`config.mk`:
```
export PLATFORM = sky130hd
export DESIGN_NAME = four_axis_velocity_ramp_core_flat
export DESIGN_NICKNAME = d
export VERILOG_FILES = /design/src/rtl/fvr_pkg.sv /design/src/rtl/fvr_if.sv /design/src/rtl/fvr_seq.sv /design/src/rtl/fvr_dp.sv /design/src/rtl/four_axis_velocity_ramp_core.sv /design/src/flat_wrapper.sv
export SDC_FILE = /design/constraint.sdc
export NUM_CORES = 2
export LEC_CHECK = 0
export ABC_AREA = 1
export BUFFER_PORTS_ARGS = -buffer_cell sky130_fd_sc_hd__buf_2
export CORE_UTILIZATION = 50
export DETAILED_ROUTE_END_ITERATION = 6
export GPL_ROUTABILITY_DRIVEN = 0
export PLACE_DENSITY_LB_ADDON = 0.15
export SLEW_MARGIN = 5
export SYNTH_ARGS = -nofsm -noshare
export SYNTH_HDL_FRONTEND = slang
export SYNTH_SLANG_ARGS = --single-unit
```
`constraint.sdc`:
```
create_clock -name clk_i -period 13.05 [get_ports clk_i]
set_clock_uncertainty 0.05 [all_clocks]
set_input_delay 1.9575 -clock clk_i [delete_from_list [all_inputs] [get_ports clk_i]]
set_output_delay 1.9575 -clock clk_i [all_outputs]
set_load 0.005 [all_outputs]
```
`src/rtl/fvr_pkg.sv`:
```
// types, constants and control program of the four-axis velocity ramp
package fvr_pkg;

  localparam int VEL_W     = 16;
  localparam int FWD_W     = 15;
  localparam int CMD_W     = 16;
  localparam int LIM_W     = 15;
  localparam int BRK_W     = 16;
  localparam int DT_W      = 16;
  localparam int FRAC_W    = 16;
  localparam int ACC_W     = 18;
  localparam int MUL_W     = 17;
  localparam int PROD_W    = 2 * MUL_W;
  localparam int PC_W      = 4;
  localparam int CFG_IDX_W = 3;
  localparam int CFG_DAT_W = 16;

  localparam logic [CFG_IDX_W-1:0] REG_MAX_FWD    = 3'd0;
  localparam logic [CFG_IDX_W-1:0] REG_MAX_PITCH  = 3'd1;
  localparam logic [CFG_IDX_W-1:0] REG_MAX_YAW    = 3'd2;
  localparam logic [CFG_IDX_W-1:0] REG_MAX_ROLL   = 3'd3;
  localparam logic [CFG_IDX_W-1:0] REG_FWD_BRAKE  = 3'd4;
  localparam logic [CFG_IDX_W-1:0] REG_TURN_BRAKE = 3'd5;
  localparam logic [CFG_IDX_W-1:0] REG_ROLL_BRAKE = 3'd6;

  typedef enum logic [3:0] {
    SRC_NONE,
    SRC_FWD,
    SRC_PITCH_UP,
    SRC_PITCH_DOWN,
    SRC_YAW_RIGHT,
    SRC_YAW_LEFT,
    SRC_ROLL_RIGHT,
    SRC_ROLL_LEFT,
    SRC_TURN_BRAKE,
    SRC_ROLL_BRAKE,
    SRC_VEL_FWD,
    SRC_VEL_PITCH,
    SRC_VEL_YAW,
    SRC_VEL_ROLL
  } mul_src_e;

  typedef enum logic [2:0] {
    OP_NONE,
    OP_FWD,
    OP_RAISE,
    OP_LOWER,
    OP_DECAY,
    OP_MOVE
  } alu_op_e;

  typedef enum logic [1:0] {
    AX_FWD,
    AX_PITCH,
    AX_YAW,
    AX_ROLL
  } axis_e;

  typedef enum logic [1:0] {
    JMP_NONE,
    JMP_NO_ITEM,
    JMP_OUT_BUSY
  } jmp_e;

  typedef struct packed {
    mul_src_e        src;
    alu_op_e         op;
    axis_e           axis;
    jmp_e            jmp;
    logic [PC_W-1:0] target;
    logic            load;
    logic            publish;
  } ctrl_word_t;

  typedef struct packed {
    logic item_valid;
    logic out_busy;
  } seq_stat_t;

  typedef struct packed {
    logic [DT_W-1:0]  time_step;
    logic [CMD_W-1:0] thrust_cmd;
    logic [CMD_W-1:0] pitch_up_cmd;
    logic [CMD_W-1:0] pitch_down_cmd;
    logic [CMD_W-1:0] yaw_right_cmd;
    logic [CMD_W-1:0] yaw_left_cmd;
    logic [CMD_W-1:0] roll_right_cmd;
    logic [CMD_W-1:0] roll_left_cmd;
  } in_item_t;

  typedef struct packed {
    logic [FWD_W-1:0]        forward_speed;
    logic signed [VEL_W-1:0] pitch_rate;
    logic signed [VEL_W-1:0] yaw_rate;
    logic signed [VEL_W-1:0] roll_rate;
    logic [FWD_W-1:0]        forward_move;
    logic signed [VEL_W-1:0] pitch_move;
    logic signed [VEL_W-1:0] yaw_move;
    logic signed [VEL_W-1:0] roll_move;
  } out_item_t;

  typedef struct packed {
    logic [LIM_W-1:0] max_forward_speed;
    logic [LIM_W-1:0] max_pitch_rate;
    logic [LIM_W-1:0] max_yaw_rate;
    logic [LIM_W-1:0] max_roll_rate;
    logic [BRK_W-1:0] forward_brake;
    logic [BRK_W-1:0] turn_brake;
    logic [BRK_W-1:0] roll_brake;
  } cfg_regs_t;

  function automatic ctrl_word_t mk(mul_src_e src, alu_op_e op, axis_e axis, jmp_e jmp,
                                    logic [PC_W-1:0] target, logic load, logic publish);
    ctrl_word_t cw;
    cw.src     = src;
    cw.op      = op;
    cw.axis    = axis;
    cw.jmp     = jmp;
    cw.target  = target;
    cw.load    = load;
    cw.publish = publish;
    return cw;
  endfunction

  // most steps multiply one operand by the time step and apply the previous product
  function automatic ctrl_word_t ucode(logic [PC_W-1:0] pc);
    ctrl_word_t cw;
    case (pc)
      4'd0:    cw = mk(SRC_NONE, OP_NONE, AX_FWD, JMP_NO_ITEM, 4'd0, 1'b1, 1'b0);
      4'd1:    cw = mk(SRC_FWD, OP_NONE, AX_FWD, JMP_NONE, 4'd0, 1'b0, 1'b0);
      4'd2:    cw = mk(SRC_PITCH_UP, OP_FWD, AX_FWD, JMP_NONE, 4'd0, 1'b0, 1'b0);
      4'd3:    cw = mk(SRC_PITCH_DOWN, OP_RAISE, AX_PITCH, JMP_NONE, 4'd0, 1'b0, 1'b0);
      4'd4:    cw = mk(SRC_TURN_BRAKE, OP_LOWER, AX_PITCH, JMP_NONE, 4'd0, 1'b0, 1'b0);
      4'd5:    cw = mk(SRC_YAW_RIGHT, OP_DECAY, AX_PITCH, JMP_NONE, 4'd0, 1'b0, 1'b0);
      4'd6:    cw = mk(SRC_YAW_LEFT, OP_LOWER, AX_YAW, JMP_NONE, 4'd0, 1'b0, 1'b0);
      4'd7:    cw = mk(SRC_TURN_BRAKE, OP_RAISE, AX_YAW, JMP_NONE, 4'd0, 1'b0, 1'b0);
      4'd8:    cw = mk(SRC_ROLL_RIGHT, OP_DECAY, AX_YAW, JMP_NONE, 4'd0, 1'b0, 1'b0);
      4'd9:    cw = mk(SRC_ROLL_LEFT, OP_RAISE, AX_ROLL, JMP_NONE, 4'd0, 1'b0, 1'b0);
      4'd10:   cw = mk(SRC_ROLL_BRAKE, OP_LOWER, AX_ROLL, JMP_NONE, 4'd0, 1'b0, 1'b0);
      4'd11:   cw = mk(SRC_VEL_FWD, OP_DECAY, AX_ROLL, JMP_NONE, 4'd0, 1'b0, 1'b0);
      4'd12:   cw = mk(SRC_VEL_PITCH, OP_MOVE, AX_FWD, JMP_NONE, 4'd0, 1'b0, 1'b0);
      4'd13:   cw = mk(SRC_VEL_YAW, OP_MOVE, AX_PITCH, JMP_NONE, 4'd0, 1'b0, 1'b0);
      4'd14:   cw = mk(SRC_VEL_ROLL, OP_MOVE, AX_YAW, JMP_NONE, 4'd0, 1'b0, 1'b0);
      4'd15:   cw = mk(SRC_NONE, OP_NONE, AX_ROLL, JMP_OUT_BUSY, 4'd15, 1'b0, 1'b1);
      default: cw = mk(SRC_NONE, OP_NONE, AX_FWD, JMP_NONE, 4'd0, 1'b0, 1'b0);
    endcase
    return cw;
  endfunction

endpackage

```
`src/rtl/fvr_if.sv`:
```
// handshake channels: input items, result items and register writes

interface fvr_in_if;
  import fvr_pkg::*;
  logic             valid;
  logic             ready;
  logic [DT_W-1:0]  time_step;
  logic [CMD_W-1:0] thrust_cmd;
  logic [CMD_W-1:0] pitch_up_cmd;
  logic [CMD_W-1:0] pitch_down_cmd;
  logic [CMD_W-1:0] yaw_right_cmd;
  logic [CMD_W-1:0] yaw_left_cmd;
  logic [CMD_W-1:0] roll_right_cmd;
  logic [CMD_W-1:0] roll_left_cmd;
  modport source (output valid, time_step, thrust_cmd, pitch_up_cmd, pitch_down_cmd,
                  yaw_right_cmd, yaw_left_cmd, roll_right_cmd, roll_left_cmd,
                  input ready);
  modport sink (input valid, time_step, thrust_cmd, pitch_up_cmd, pitch_down_cmd,
                yaw_right_cmd, yaw_left_cmd, roll_right_cmd, roll_left_cmd,
                output ready);
endinterface

interface fvr_out_if;
  import fvr_pkg::*;
  logic                    valid;
  logic                    ready;
  logic [FWD_W-1:0]        forward_speed;
  logic signed [VEL_W-1:0] pitch_rate;
  logic signed [VEL_W-1:0] yaw_rate;
  logic signed [VEL_W-1:0] roll_rate;
  logic [FWD_W-1:0]        forward_move;
  logic signed [VEL_W-1:0] pitch_move;
  logic signed [VEL_W-1:0] yaw_move;
  logic signed [VEL_W-1:0] roll_move;
  modport source (output valid, forward_speed, pitch_rate, yaw_rate, roll_rate,
                  forward_move, pitch_move, yaw_move, roll_move,
                  input ready);
  modport sink (input valid, forward_speed, pitch_rate, yaw_rate, roll_rate,
                forward_move, pitch_move, yaw_move, roll_move,
                output ready);
endinterface

interface fvr_cfg_if;
  import fvr_pkg::*;
  logic                 valid;
  logic                 ready;
  logic [CFG_IDX_W-1:0] index;
  logic [CFG_DAT_W-1:0] data;
  modport source (output valid, index, data, input ready);
  modport sink (input valid, index, data, output ready);
endinterface

```
`src/rtl/fvr_seq.sv`:
```
// step counter and control store of the sequencer
module fvr_seq (
  input  logic                clk_i,
  input  logic                rst_ni,
  input  fvr_pkg::seq_stat_t  stat_i,
  output fvr_pkg::ctrl_word_t ctrl_o
);
  import fvr_pkg::*;

  logic [PC_W-1:0] pc_q, pc_d;
  ctrl_word_t      cw;
  logic            taken;

  assign cw     = ucode(pc_q);
  assign ctrl_o = cw;

  always_comb begin
    unique case (cw.jmp)
      JMP_NO_ITEM:  taken = ~stat_i.item_valid;
      JMP_OUT_BUSY: taken = stat_i.out_busy;
      default:      taken = 1'b0;
    endcase
    pc_d = taken ? cw.target : pc_q + PC_W'(1);
  end

  always_ff @(posedge clk_i or negedge rst_ni) begin
    if (!rst_ni) begin
      pc_q <= '0;
    end else begin
      pc_q <= pc_d;
    end
  end

endmodule

```
`src/rtl/fvr_dp.sv`:
```
// datapath: shared multiplier, ramp/clamp/decay unit and velocity registers
module fvr_dp (
  input  logic                clk_i,
  input  logic                rst_ni,
  input  fvr_pkg::ctrl_word_t ctrl_i,
  input  logic                accept_i,
  input  fvr_pkg::in_item_t   item_i,
  input  fvr_pkg::cfg_regs_t  cfg_i,
  output fvr_pkg::out_item_t  result_o
);
  import fvr_pkg::*;

  localparam logic signed [ACC_W-1:0] ZERO   = '0;
  localparam logic signed [ACC_W-1:0] SAT_HI = ACC_W'((2 ** (VEL_W - 1)) - 1);
  localparam logic signed [ACC_W-1:0] SAT_LO = -ACC_W'(2 ** (VEL_W - 1));

  in_item_t                item_q;
  logic signed [VEL_W-1:0] vel_fwd_q, vel_pitch_q, vel_yaw_q, vel_roll_q;
  logic signed [ACC_W-1:0] prod_q;
  logic                    nz_q;
  logic [FWD_W-1:0]        move_fwd_q;
  logic signed [VEL_W-1:0] move_pitch_q, move_yaw_q;

  logic signed [MUL_W-1:0]  mul_a, mul_b;
  logic signed [PROD_W-1:0] mul_p;
  logic                     mul_en;

  logic signed [VEL_W-1:0] cur;
  logic [LIM_W-1:0]        lim_raw;
  logic                    idle_axis;
  logic signed [ACC_W-1:0] v, d, lim, nlim;
  logic signed [ACC_W-1:0] raise_t, raise_r, lower_t, lower_r;
  logic signed [ACC_W-1:0] dec_t1, dec_t2, dec_abs, dec_r;
  logic signed [ACC_W-1:0] fbr_t, fbr_r, res;
  logic signed [VEL_W-1:0] res_sat;
  logic                    wr_en;

  // multiplier operand
  always_comb begin
    mul_a  = '0;
    mul_en = 1'b1;
    case (ctrl_i.src)
      SRC_FWD: begin
        mul_a = (item_q.thrust_cmd != '0) ? $signed({1'b0, item_q.thrust_cmd})
                                           : $signed({1'b0, cfg_i.forward_brake});
      end
      SRC_PITCH_UP:   mul_a = $signed({1'b0, item_q.pitch_up_cmd});
      SRC_PITCH_DOWN: mul_a = $signed({1'b0, item_q.pitch_down_cmd});
      SRC_YAW_RIGHT:  mul_a = $signed({1'b0, item_q.yaw_right_cmd});
      SRC_YAW_LEFT:   mul_a = $signed({1'b0, item_q.yaw_left_cmd});
      SRC_ROLL_RIGHT: mul_a = $signed({1'b0, item_q.roll_right_cmd});
      SRC_ROLL_LEFT:  mul_a = $signed({1'b0, item_q.roll_left_cmd});
      SRC_TURN_BRAKE: mul_a = $signed({1'b0, cfg_i.turn_brake});
      SRC_ROLL_BRAKE: mul_a = $signed({1'b0, cfg_i.roll_brake});
      SRC_VEL_FWD:    mul_a = $signed({vel_fwd_q[VEL_W-1], vel_fwd_q});
      SRC_VEL_PITCH:  mul_a = $signed({vel_pitch_q[VEL_W-1], vel_pitch_q});
      SRC_VEL_YAW:    mul_a = $signed({vel_yaw_q[VEL_W-1], vel_yaw_q});
      SRC_VEL_ROLL:   mul_a = $signed({vel_roll_q[VEL_W-1], vel_roll_q});
      default:        mul_en = 1'b0;
    endcase
  end

  assign mul_b = $signed({1'b0, item_q.time_step});
  assign mul_p = mul_a * mul_b;

  // axis operand select
  always_comb begin
    case (ctrl_i.axis)
      AX_FWD: begin
        cur       = vel_fwd_q;
        lim_raw   = cfg_i.max_forward_speed;
        idle_axis = 1'b0;
      end
      AX_PITCH: begin
        cur       = vel_pitch_q;
        lim_raw   = cfg_i.max_pitch_rate;
        idle_axis = (item_q.pitch_up_cmd == '0) && (item_q.pitch_down_cmd == '0);
      end
      AX_YAW: begin
        cur       = vel_yaw_q;
        lim_raw   = cfg_i.max_yaw_rate;
        idle_axis = (item_q.yaw_right_cmd == '0) && (item_q.yaw_left_cmd == '0);
      end
      default: begin
        cur       = vel_roll_q;
        lim_raw   = cfg_i.max_roll_rate;
        idle_axis = (item_q.roll_right_cmd == '0) && (item_q.roll_left_cmd == '0);
      end
    endcase
  end

  always_comb begin
    v    = $signed({{(ACC_W - VEL_W){cur[VEL_W-1]}}, cur});
    d    = prod_q;
    lim  = $signed({{(ACC_W - LIM_W){1'b0}}, lim_raw});
    nlim = -lim;

    raise_t = (v < lim) ? v + d : v;
    raise_r = (raise_t > lim) ? lim : raise_t;

    lower_t = (v > nlim) ? v - d : v;
    lower_r = (lower_t < nlim) ? nlim : lower_t;

    // subtract if positive, add back if negative, zero inside the dead band
    dec_t1  = (v > ZERO) ? v - d : v;
    dec_t2  = (dec_t1 < ZERO) ? dec_t1 + d : dec_t1;
    dec_abs = (dec_t2 < ZERO) ? -dec_t2 : dec_t2;
    dec_r   = (dec_abs < d) ? ZERO : dec_t2;

    fbr_t = (v > ZERO) ? v - d : v;
    fbr_r = (fbr_t < ZERO) ? ZERO : fbr_t;

    res   = v;
    wr_en = 1'b0;
    case (ctrl_i.op)
      OP_FWD: begin
        res   = (item_q.thrust_cmd != '0) ? raise_r : fbr_r;
        wr_en = 1'b1;
      end
      OP_RAISE: begin
        res   = raise_r;
        wr_en = nz_q;
      end
      OP_LOWER: begin
        res   = lower_r;
        wr_en = nz_q;
      end
      OP_DECAY: begin
        res   = dec_r;
        wr_en = idle_axis;
      end
      default: begin
        res   = v;
        wr_en = 1'b0;
      end
    endcase

    if (res > SAT_HI) begin
      res_sat = SAT_HI[VEL_W-1:0];
    end else if (res < SAT_LO) begin
      res_sat = SAT_LO[VEL_W-1:0];
    end else begin
      res_sat = res[VEL_W-1:0];
    end
  end

  always_ff @(posedge clk_i) begin
    if (accept_i) begin
      item_q <= item_i;
    end
    if (mul_en) begin
      prod_q <= mul_p[PROD_W-1:FRAC_W];
      nz_q   <= (mul_a != '0);
    end
    if (ctrl_i.op == OP_MOVE) begin
      case (ctrl_i.axis)
        AX_FWD:   move_fwd_q   <= prod_q[FWD_W-1:0];
        AX_PITCH: move_pitch_q <= prod_q[VEL_W-1:0];
        AX_YAW:   move_yaw_q   <= prod_q[VEL_W-1:0];
        default:  ;
      endcase
    end
  end

  always_ff @(posedge clk_i or negedge rst_ni) begin
    if (!rst_ni) begin
      vel_fwd_q   <= '0;
      vel_pitch_q <= '0;
      vel_yaw_q   <= '0;
      vel_roll_q  <= '0;
    end else if (wr_en) begin
      case (ctrl_i.axis)
        AX_FWD:   vel_fwd_q   <= res_sat;
        AX_PITCH: vel_pitch_q <= res_sat;
        AX_YAW:   vel_yaw_q   <= res_sat;
        default:  vel_roll_q  <= res_sat;
      endcase
    end
  end

  // roll move is still in the product register on the final step
  always_comb begin
    result_o.forward_speed = vel_fwd_q[FWD_W-1:0];
    result_o.pitch_rate    = vel_pitch_q;
    result_o.yaw_rate      = vel_yaw_q;
    result_o.roll_rate     = vel_roll_q;
    result_o.forward_move  = move_fwd_q;
    result_o.pitch_move    = move_pitch_q;
    result_o.yaw_move      = move_yaw_q;
    result_o.roll_move     = prod_q[VEL_W-1:0];
  end

endmodule

```
`src/rtl/four_axis_velocity_ramp_core.sv`:
```
// four-axis velocity ramp: top level with register file and result register
// schedule: the 16-step control program runs all products through a single shared
//   17x17 multiplier and takes a new item only at its load step, so the next item
//   waits until the result of the previous one is published
// reset: asynchronous active low, clears velocities, registers, step counter
//   and result valid; the step counter starts at the load step, so the block is ready for an item out of reset
module four_axis_velocity_ramp_core (
  input  logic  clk_i,
  input  logic  rst_ni,
  fvr_in_if.sink    in_i,
  fvr_out_if.source out_o,
  fvr_cfg_if.sink   cfg_i
);
  import fvr_pkg::*;

  cfg_regs_t  cfg_q;
  ctrl_word_t ctrl;
  seq_stat_t  stat;
  in_item_t   item;
  out_item_t  result, out_q;
  logic       out_valid_q;
  logic       out_busy, accept, publish;

  assign cfg_i.ready = 1'b1;

  always_ff @(posedge clk_i or negedge rst_ni) begin
    if (!rst_ni) begin
      cfg_q <= '0;
    end else if (cfg_i.valid) begin
      unique case (cfg_i.index)
        REG_MAX_FWD:    cfg_q.max_forward_speed <= cfg_i.data[LIM_W-1:0];
        REG_MAX_PITCH:  cfg_q.max_pitch_rate    <= cfg_i.data[LIM_W-1:0];
        REG_MAX_YAW:    cfg_q.max_yaw_rate      <= cfg_i.data[LIM_W-1:0];
        REG_MAX_ROLL:   cfg_q.max_roll_rate     <= cfg_i.data[LIM_W-1:0];
        REG_FWD_BRAKE:  cfg_q.forward_brake     <= cfg_i.data[BRK_W-1:0];
        REG_TURN_BRAKE: cfg_q.turn_brake        <= cfg_i.data[BRK_W-1:0];
        REG_ROLL_BRAKE: cfg_q.roll_brake        <= cfg_i.data[BRK_W-1:0];
        default:        ;
      endcase
    end
  end

  assign out_busy        = out_valid_q & ~out_o.ready;
  assign stat.item_valid = in_i.valid;
  assign stat.out_busy   = out_busy;
  assign in_i.ready      = ctrl.load;
  assign accept          = ctrl.load & in_i.valid;
  assign publish         = ctrl.publish & ~out_busy;

  always_comb begin
    item.time_step      = in_i.time_step;
    item.thrust_cmd     = in_i.thrust_cmd;
    item.pitch_up_cmd   = in_i.pitch_up_cmd;
    item.pitch_down_cmd = in_i.pitch_down_cmd;
    item.yaw_right_cmd  = in_i.yaw_right_cmd;
    item.yaw_left_cmd   = in_i.yaw_left_cmd;
    item.roll_right_cmd = in_i.roll_right_cmd;
    item.roll_left_cmd  = in_i.roll_left_cmd;
  end

  fvr_seq u_seq (
    .clk_i  (clk_i),
    .rst_ni (rst_ni),
    .stat_i (stat),
    .ctrl_o (ctrl)
  );

  fvr_dp u_dp (
    .clk_i    (clk_i),
    .rst_ni   (rst_ni),
    .ctrl_i   (ctrl),
    .accept_i (accept),
    .item_i   (item),
    .cfg_i    (cfg_q),
    .result_o (result)
  );

  // result register
  always_ff @(posedge clk_i or negedge rst_ni) begin
    if (!rst_ni) begin
      out_valid_q <= 1'b0;
    end else if (publish) begin
      out_valid_q <= 1'b1;
    end else if (out_o.ready) begin
      out_valid_q <= 1'b0;
    end
  end

  always_ff @(posedge clk_i) begin
    if (publish) begin
      out_q <= result;
    end
  end

  assign out_o.valid         = out_valid_q;
  assign out_o.forward_speed = out_q.forward_speed;
  assign out_o.pitch_rate    = out_q.pitch_rate;
  assign out_o.yaw_rate      = out_q.yaw_rate;
  assign out_o.roll_rate     = out_q.roll_rate;
  assign out_o.forward_move  = out_q.forward_move;
  assign out_o.pitch_move    = out_q.pitch_move;
  assign out_o.yaw_move      = out_q.yaw_move;
  assign out_o.roll_move     = out_q.roll_move;

endmodule

```
`src/flat_wrapper.sv`:
```
// flat-port wrapper written by rule: the top's interface ports become plain ports
module four_axis_velocity_ramp_core_flat import fvr_pkg::*;
  (clk_i, rst_ni, in_i_valid, in_i_time_step, in_i_thrust_cmd, in_i_pitch_up_cmd, in_i_pitch_down_cmd, in_i_yaw_right_cmd, in_i_yaw_left_cmd, in_i_roll_right_cmd, in_i_roll_left_cmd, in_i_ready, out_o_valid, out_o_forward_speed, out_o_pitch_rate, out_o_yaw_rate, out_o_roll_rate, out_o_forward_move, out_o_pitch_move, out_o_yaw_move, out_o_roll_move, out_o_ready, cfg_i_valid, cfg_i_index, cfg_i_data, cfg_i_ready);
  fvr_in_if in_i_i ();
  fvr_out_if out_o_i ();
  fvr_cfg_if cfg_i_i ();
  input  logic clk_i;
  input  logic rst_ni;
  input wire logic [$bits(in_i_i.valid)-1:0] in_i_valid;
  input wire logic [$bits(in_i_i.time_step)-1:0] in_i_time_step;
  input wire logic [$bits(in_i_i.thrust_cmd)-1:0] in_i_thrust_cmd;
  input wire logic [$bits(in_i_i.pitch_up_cmd)-1:0] in_i_pitch_up_cmd;
  input wire logic [$bits(in_i_i.pitch_down_cmd)-1:0] in_i_pitch_down_cmd;
  input wire logic [$bits(in_i_i.yaw_right_cmd)-1:0] in_i_yaw_right_cmd;
  input wire logic [$bits(in_i_i.yaw_left_cmd)-1:0] in_i_yaw_left_cmd;
  input wire logic [$bits(in_i_i.roll_right_cmd)-1:0] in_i_roll_right_cmd;
  input wire logic [$bits(in_i_i.roll_left_cmd)-1:0] in_i_roll_left_cmd;
  output wire logic [$bits(in_i_i.ready)-1:0] in_i_ready;
  output wire logic [$bits(out_o_i.valid)-1:0] out_o_valid;
  output wire logic [$bits(out_o_i.forward_speed)-1:0] out_o_forward_speed;
  output wire logic [$bits(out_o_i.pitch_rate)-1:0] out_o_pitch_rate;
  output wire logic [$bits(out_o_i.yaw_rate)-1:0] out_o_yaw_rate;
  output wire logic [$bits(out_o_i.roll_rate)-1:0] out_o_roll_rate;
  output wire logic [$bits(out_o_i.forward_move)-1:0] out_o_forward_move;
  output wire logic [$bits(out_o_i.pitch_move)-1:0] out_o_pitch_move;
  output wire logic [$bits(out_o_i.yaw_move)-1:0] out_o_yaw_move;
  output wire logic [$bits(out_o_i.roll_move)-1:0] out_o_roll_move;
  input wire logic [$bits(out_o_i.ready)-1:0] out_o_ready;
  input wire logic [$bits(cfg_i_i.valid)-1:0] cfg_i_valid;
  input wire logic [$bits(cfg_i_i.index)-1:0] cfg_i_index;
  input wire logic [$bits(cfg_i_i.data)-1:0] cfg_i_data;
  output wire logic [$bits(cfg_i_i.ready)-1:0] cfg_i_ready;
  assign in_i_i.valid = in_i_valid;
  assign in_i_i.time_step = in_i_time_step;
  assign in_i_i.thrust_cmd = in_i_thrust_cmd;
  assign in_i_i.pitch_up_cmd = in_i_pitch_up_cmd;
  assign in_i_i.pitch_down_cmd = in_i_pitch_down_cmd;
  assign in_i_i.yaw_right_cmd = in_i_yaw_right_cmd;
  assign in_i_i.yaw_left_cmd = in_i_yaw_left_cmd;
  assign in_i_i.roll_right_cmd = in_i_roll_right_cmd;
  assign in_i_i.roll_left_cmd = in_i_roll_left_cmd;
  assign in_i_ready = in_i_i.ready;
  assign out_o_valid = out_o_i.valid;
  assign out_o_forward_speed = out_o_i.forward_speed;
  assign out_o_pitch_rate = out_o_i.pitch_rate;
  assign out_o_yaw_rate = out_o_i.yaw_rate;
  assign out_o_roll_rate = out_o_i.roll_rate;
  assign out_o_forward_move = out_o_i.forward_move;
  assign out_o_pitch_move = out_o_i.pitch_move;
  assign out_o_yaw_move = out_o_i.yaw_move;
  assign out_o_roll_move = out_o_i.roll_move;
  assign out_o_i.ready = out_o_ready;
  assign cfg_i_i.valid = cfg_i_valid;
  assign cfg_i_i.index = cfg_i_index;
  assign cfg_i_i.data = cfg_i_data;
  assign cfg_i_ready = cfg_i_i.ready;
  four_axis_velocity_ramp_core u_core (.clk_i(clk_i), .rst_ni(rst_ni), .in_i(in_i_i), .out_o(out_o_i), .cfg_i(cfg_i_i));
endmodule
```
==> flow_summary.html <==
<table>
<tr><th>Metric</th><th>Value</th></tr>
<tr><th colspan="2">CTS</th></tr>
<tr><td>Post-CTS setup repair buffer count</td><td>0</td></tr>
<tr><td>Cts bufs inserted</td><td>54</td></tr>
<tr><td>Clock-pin slew reported for the worst setup and hold paths after clock tree synthesis</td><td>70 ps</td></tr>
<tr><td>Cells resized by post-CTS repair</td><td>0</td></tr>
<tr><td>Level count of the clock H-tree</td><td>2</td></tr>
<tr><td>Worst-case clock buffer depth</td><td>3</td></tr>
<tr><td>Clock tree from TritonCTS</td><td>done</td></tr>
<tr><td>Number of clock sinks</td><td>497</td></tr>
<tr><td>Master cell of the clock root buffer</td><td>sky130_fd_sc_hd__clkbuf_16</td></tr>
<tr><td>Clock latency of the later-clocked register in the worst-skew pair</td><td>660 ps</td></tr>
<tr><td>Count of hold buffers inserted by post-cts repair</td><td>0</td></tr>
<tr><th colspan="2">Min path</th></tr>
<tr><td>Terminating pin of the worst hold path</td><td>u_core.out_o.forward_move[13]</td></tr>
<tr><td>Startpoint of the tightest hold check path</td><td>u_core.u_dp.move_fwd_q[13]</td></tr>
<tr><td>Count of cells along the worst hold path</td><td>0</td></tr>
<tr><td>HP Class</td><td>flop to flop</td></tr>
<tr><th colspan="2">Setup path</th></tr>
<tr><td>Endpoint of the worst register-to-register path</td><td>u_core.u_dp.vel_pitch_q[2]</td></tr>
<tr><td>Critical path class</td><td>flop to flop</td></tr>
<tr><td>Reg-to-Reg Start</td><td>u_core.u_seq.pc_q[1]</td></tr>
<tr><td>Crit. End Element</td><td>flop</td></tr>
<tr><td>Crit path max-delay cell type</td><td>sky130_fd_sc_hd__o21ai_4</td></tr>
<tr><td>Length in cells of the worst reg-to-reg path</td><td>44</td></tr>
<tr><td>Critical Path Fanout Max</td><td>32</td></tr>
<tr><td>Data arrival, critical path</td><td>10830 ps</td></tr>
<tr><td>Kind of start point of the critical path</td><td>flop</td></tr>
<tr><td>CP max stage delay</td><td>800 ps</td></tr>
<tr><td>Required @ worst endpoint</td><td>13550 ps</td></tr>
<tr><td>Reg2Reg Setup Slack</td><td>2720 ps</td></tr>
<tr><td>Dominant cell type by count on the critical path</td><td>sky130_fd_sc_hd__nand2_1</td></tr>
<tr><th colspan="2">Outcome</th></tr>
<tr><td>Violations in the final reports</td><td>design-rule violations</td></tr>
<tr><td>Run status</td><td>finished, violations left</td></tr>
<tr><th colspan="2">GRT</th></tr>
<tr><td>Largest net degree at the start of global routing</td><td>108</td></tr>
<tr><td>Global-route wire length before repair</td><td>173 mm</td></tr>
<tr><td>Via count of the first global-routing pass</td><td>28700</td></tr>
<tr><td>Antenna violations before repair</td><td>5</td></tr>
<tr><td>Global router's overall resource usage</td><td>0.308</td></tr>
<tr><td>Global route overflow</td><td>0</td></tr>
<tr><th colspan="2">Yosys</th></tr>
<tr><td>Library cell with the largest summed area after synthesis</td><td>sky130_fd_sc_hd__edfxtp_1</td></tr>
<tr><td>Synthesized net count</td><td>4762</td></tr>
<tr><td>Post-synthesis sequential area ratio</td><td>0.384</td></tr>
<tr><td>Most used standard cell by instance count after synthesis</td><td>sky130_fd_sc_hd__nand2_1</td></tr>
<tr><td>Most numerous cell types in the synthesized netlist</td><td>sky130_fd_sc_hd__nand2_1 (1087), sky130_fd_sc_hd__inv_1 (637), sky130_fd_sc_hd__edfxtp_1 (320)</td></tr>
<tr><td>Count of unique library cells instantiated by Yosys</td><td>62</td></tr>
<tr><td>Total standard cell area after synthesis</td><td>0.0366 sq mm</td></tr>
<tr><td>Post-synthesis register bit count</td><td>497</td></tr>
<tr><td>Number of standard cells after synthesis</td><td>4104</td></tr>
<tr><td>Leading post-synthesis cells by cell area</td><td>sky130_fd_sc_hd__edfxtp_1 (26%), sky130_fd_sc_hd__fa_1 (15%), sky130_fd_sc_hd__dfrtp_1 (12%), sky130_fd_sc_hd__nand2_1 (11%), sky130_fd_sc_hd__ha_1 (7.7%)</td></tr>
<tr><td>Top-area cell type share of the netlist area</td><td>0.263</td></tr>
<tr><td>Share of flip-flops with an asynchronous set or reset after synthesis</td><td>0.356</td></tr>
<tr><td>Number of warning messages in the yosys log</td><td>0</td></tr>
<tr><td>Mean instance size in the synthesized netlist</td><td>8.91 sq um</td></tr>
<tr><td>Dominant synthesized flop cell</td><td>sky130_fd_sc_hd__edfxtp_1</td></tr>
<tr><td>Number of flops mapped to enable cells by yosys</td><td>320</td></tr>
<tr><th colspan="2">Floorplan</th></tr>
<tr><td>Standard-cell rows</td><td>98</td></tr>
<tr><td>Die X</td><td>272 microns</td></tr>
<tr><td>Core area</td><td>0.0720 sq mm</td></tr>
<tr><td>Die boundary height</td><td>272 microns</td></tr>
<tr><td>Starting density of the core</td><td>0.508</td></tr>
<tr><td>Number of top-level pins</td><td>281</td></tr>
<tr><td>Die area</td><td>0.0742 sq mm</td></tr>
<tr><th colspan="2">Timing</th></tr>
<tr><td>Hold Fails Final Rpt</td><td>0</td></tr>
<tr><td>RSZ-0062 raised after global routing</td><td>false</td></tr>
<tr><td>Crit path time final</td><td>10330 ps</td></tr>
<tr><td>Fraction of the cycle the final worst path needs</td><td>0.791</td></tr>
<tr><td>Slew Viols, Final</td><td>0</td></tr>
<tr><td>Worst-margin pin slew</td><td>1150 ps</td></tr>
<tr><td>Achievable clock frequency</td><td>96.8 MHz</td></tr>
<tr><td>Number of failing setup endpoints in the final timing report</td><td>0</td></tr>
<tr><td>Setup TNS</td><td>0 ps</td></tr>
<tr><td>Max-Slew Margin vs Limit</td><td>0.232</td></tr>
<tr><th colspan="2">Final layout</th></tr>
<tr><td>Fraction of layout cells with a size suffix above 1</td><td>0.105</td></tr>
<tr><td>Fill cell count</td><td>6516</td></tr>
<tr><td>Area added between synthesis and finish</td><td>11.1%</td></tr>
<tr><td>Register area</td><td>0.0140 sq mm</td></tr>
<tr><td>Net total in the final layout</td><td>4991</td></tr>
<tr><td>Number of antenna diodes</td><td>0</td></tr>
<tr><td>Area of the multi-input gates</td><td>0.0195 sq mm</td></tr>
<tr><th colspan="2">Place</th></tr>
<tr><td>Detailed Place HPWL</td><td>88.8 mm</td></tr>
<tr><td>Buffers added on ports</td><td>279</td></tr>
<tr><th colspan="2">Job</th></tr>
<tr><td>Max-cap violation count</td><td>0</td></tr>
<tr><th colspan="2">Detailed routing</th></tr>
<tr><td>Mean number of vias per cell</td><td>5.59</td></tr>
<tr><td># DRC</td><td>14</td></tr>
<tr><td>Drt wl/cell</td><td>21.4 microns</td></tr>
<tr><td>Number of iterations in the first detailed-routing pass</td><td>7</td></tr>
<tr><td>Number of design-rule violations left by the first detailed-router iteration</td><td>3273</td></tr>
<tr><td>Number of nets still failing antenna checks after routing</td><td>0</td></tr>
<tr><td>DRT Wirelength</td><td>114 mm</td></tr>
<tr><td>Overall via count from detail_route</td><td>29700</td></tr>
</table>
[sequential cells by signal (all words and copies together), names as in the netlist, 4 cells and up]
signal / cells
u_core.cfg_q: 108
u_core.out_o.forward_move: 15
u_core.out_o.forward_speed: 15
u_core.out_o.pitch_move: 16
u_core.out_o.pitch_rate: 16
u_core.out_o.roll_move: 16
u_core.out_o.roll_rate: 16
u_core.out_o.yaw_move: 16
u_core.out_o.yaw_rate: 16
u_core.u_dp.d: 18
u_core.u_dp.item_q: 128
u_core.u_dp.move_fwd_q: 15
u_core.u_dp.move_pitch_q: 16
u_core.u_dp.move_yaw_q: 16
u_core.u_dp.vel_fwd_q: 16
u_core.u_dp.vel_pitch_q: 16
u_core.u_dp.vel_roll_q: 16
u_core.u_dp.vel_yaw_q: 16
u_core.u_seq.pc_q: 4
[cell usage in the layout, fill, tap and decap left out, types with 10 or more instances in the layout]
| cell type | Yosys | routed |
|---|---|---|
| sky130_fd_sc_hd__nand2_1 | 1087 | 1087 |
| sky130_fd_sc_hd__inv_1 | 637 | 637 |
| sky130_fd_sc_hd__edfxtp_1 | 320 | 320 |
| sky130_fd_sc_hd__fa_1 | 280 | 280 |
| sky130_fd_sc_hd__buf_2 | 18 | 278 |
| sky130_fd_sc_hd__nor2_1 | 275 | 268 |
| sky130_fd_sc_hd__o21ai_0 | 246 | 246 |
| sky130_fd_sc_hd__ha_1 | 226 | 226 |
| sky130_fd_sc_hd__dfrtp_1 | 177 | 177 |
| sky130_fd_sc_hd__a21oi_1 | 146 | 146 |
| sky130_fd_sc_hd__nand3_1 | 122 | 122 |
| sky130_fd_sc_hd__xor2_1 | 68 | 68 |
| sky130_fd_sc_hd__clkbuf_16 | 0 | 54 |
| sky130_fd_sc_hd__nand4_1 | 51 | 51 |
| sky130_fd_sc_hd__nor4_1 | 40 | 39 |
| sky130_fd_sc_hd__buf_4 | 5 | 27 |
| sky130_fd_sc_hd__nor3_1 | 27 | 26 |
| sky130_fd_sc_hd__xnor2_1 | 26 | 26 |
| sky130_fd_sc_hd__a221oi_1 | 21 | 21 |
| sky130_fd_sc_hd__a22o_1 | 21 | 21 |
| sky130_fd_sc_hd__clkinv_1 | 10 | 21 |
| sky130_fd_sc_hd__nand2_2 | 14 | 14 |
| sky130_fd_sc_hd__nand2_4 | 11 | 11 |
| sky130_fd_sc_hd__a21boi_0 | 11 | 11 |
| sky130_fd_sc_hd__a31oi_1 | 11 | 11 |
| sky130_fd_sc_hd__nor2_2 | 5 | 10 |
| sky130_fd_sc_hd__a211oi_1 | 10 | 10 |
[cell type report]
cell class                      count  share of cell area
Clock buffer                       61              0.0339
Tap cell                          950              0.0293
Sequential cell                   497               0.345
Clock inverter                     38              0.0104
Timing Repair Buffer              306              0.0395
Inverter                          656              0.0608
Multi-Input combinational cell   2818               0.481
[cell families (layout without fill, tap and decap cells)]
logic type | count (synthesis) | in the layout | share of synthesized area
AOI/OAI and AO/OA | 560 | 560 | 0.0907
xor gates and xnor gates | 94 | 94 | 0.0225
adders and majority gates | 506 | 506 | 0.231
buffers and inverters | 789 | 1061 | 0.0832
DFF | 497 | 497 | 0.384
other | 1 | 1 | 0.000103
and+or+nand+nor | 1657 | 1657 | 0.189
[metal layers]
| metal | global-route usage | vias up | wire [microns] |
|---|---|---|---|
| li1 | - | 13700 | - |
| met1 | 0.425 | 14300 | 47500 |
| met2 | 0.474 | 1444 | 50100 |
| met3 | 0.0584 | 293 | 10500 |
| met4 | 0.136 | 4 | 5670 |
| met5 | 0 | - | 22 |
[critical path: cells and delay by family, from the launching register on]
kind / cells / cell delay (ps)
adders and majority gates: 4 / 1260
buffers and inverters: 6 / 1160
AOI/OAI and AO/OA: 8 / 2680
and+or+nand+nor: 23 / 4170
DFF: 1 / 460
xor gates and xnor gates: 3 / 390
[stage by stage]
step	cell area, sq um	worst slack (ps)	utilization	hold WS (ps)	cells
finish	40600	2720	0.565	365	5326
global route	40600	1820	0.565	371	5326
CTS	40600	2870	0.564	367	5326
detailed placement	38800	3010	0.539	355	5227
global placement	38800	2860	0.539	351	5227
floorplan	36600	5000	-	350	4104
[how the worst max path moves through the flow]
stage | to | start | slack [ps] | cells after the start
after floorplan | u_core.u_dp.d[16] | u_core.u_seq.pc_q[1] | 5000 | 35
after global placement | u_core.u_dp.d[16] | u_core.u_seq.pc_q[1] | 2860 | 31
after detailed placement | u_core.u_dp.vel_pitch_q[2] | u_core.u_seq.pc_q[1] | 3010 | 44
after CTS | u_core.u_dp.d[16] | u_core.u_seq.pc_q[1] | 2870 | 33
after global routing | u_core.u_dp.vel_roll_q[3] | u_core.u_seq.pc_q[1] | 1820 | 44
final | u_core.u_dp.vel_pitch_q[2] | u_core.u_seq.pc_q[1] | 2720 | 44
Power is left out: the tool's default activity adds up to more than one toggle a clock period on the data nets, which glitch-free logic cannot reach.
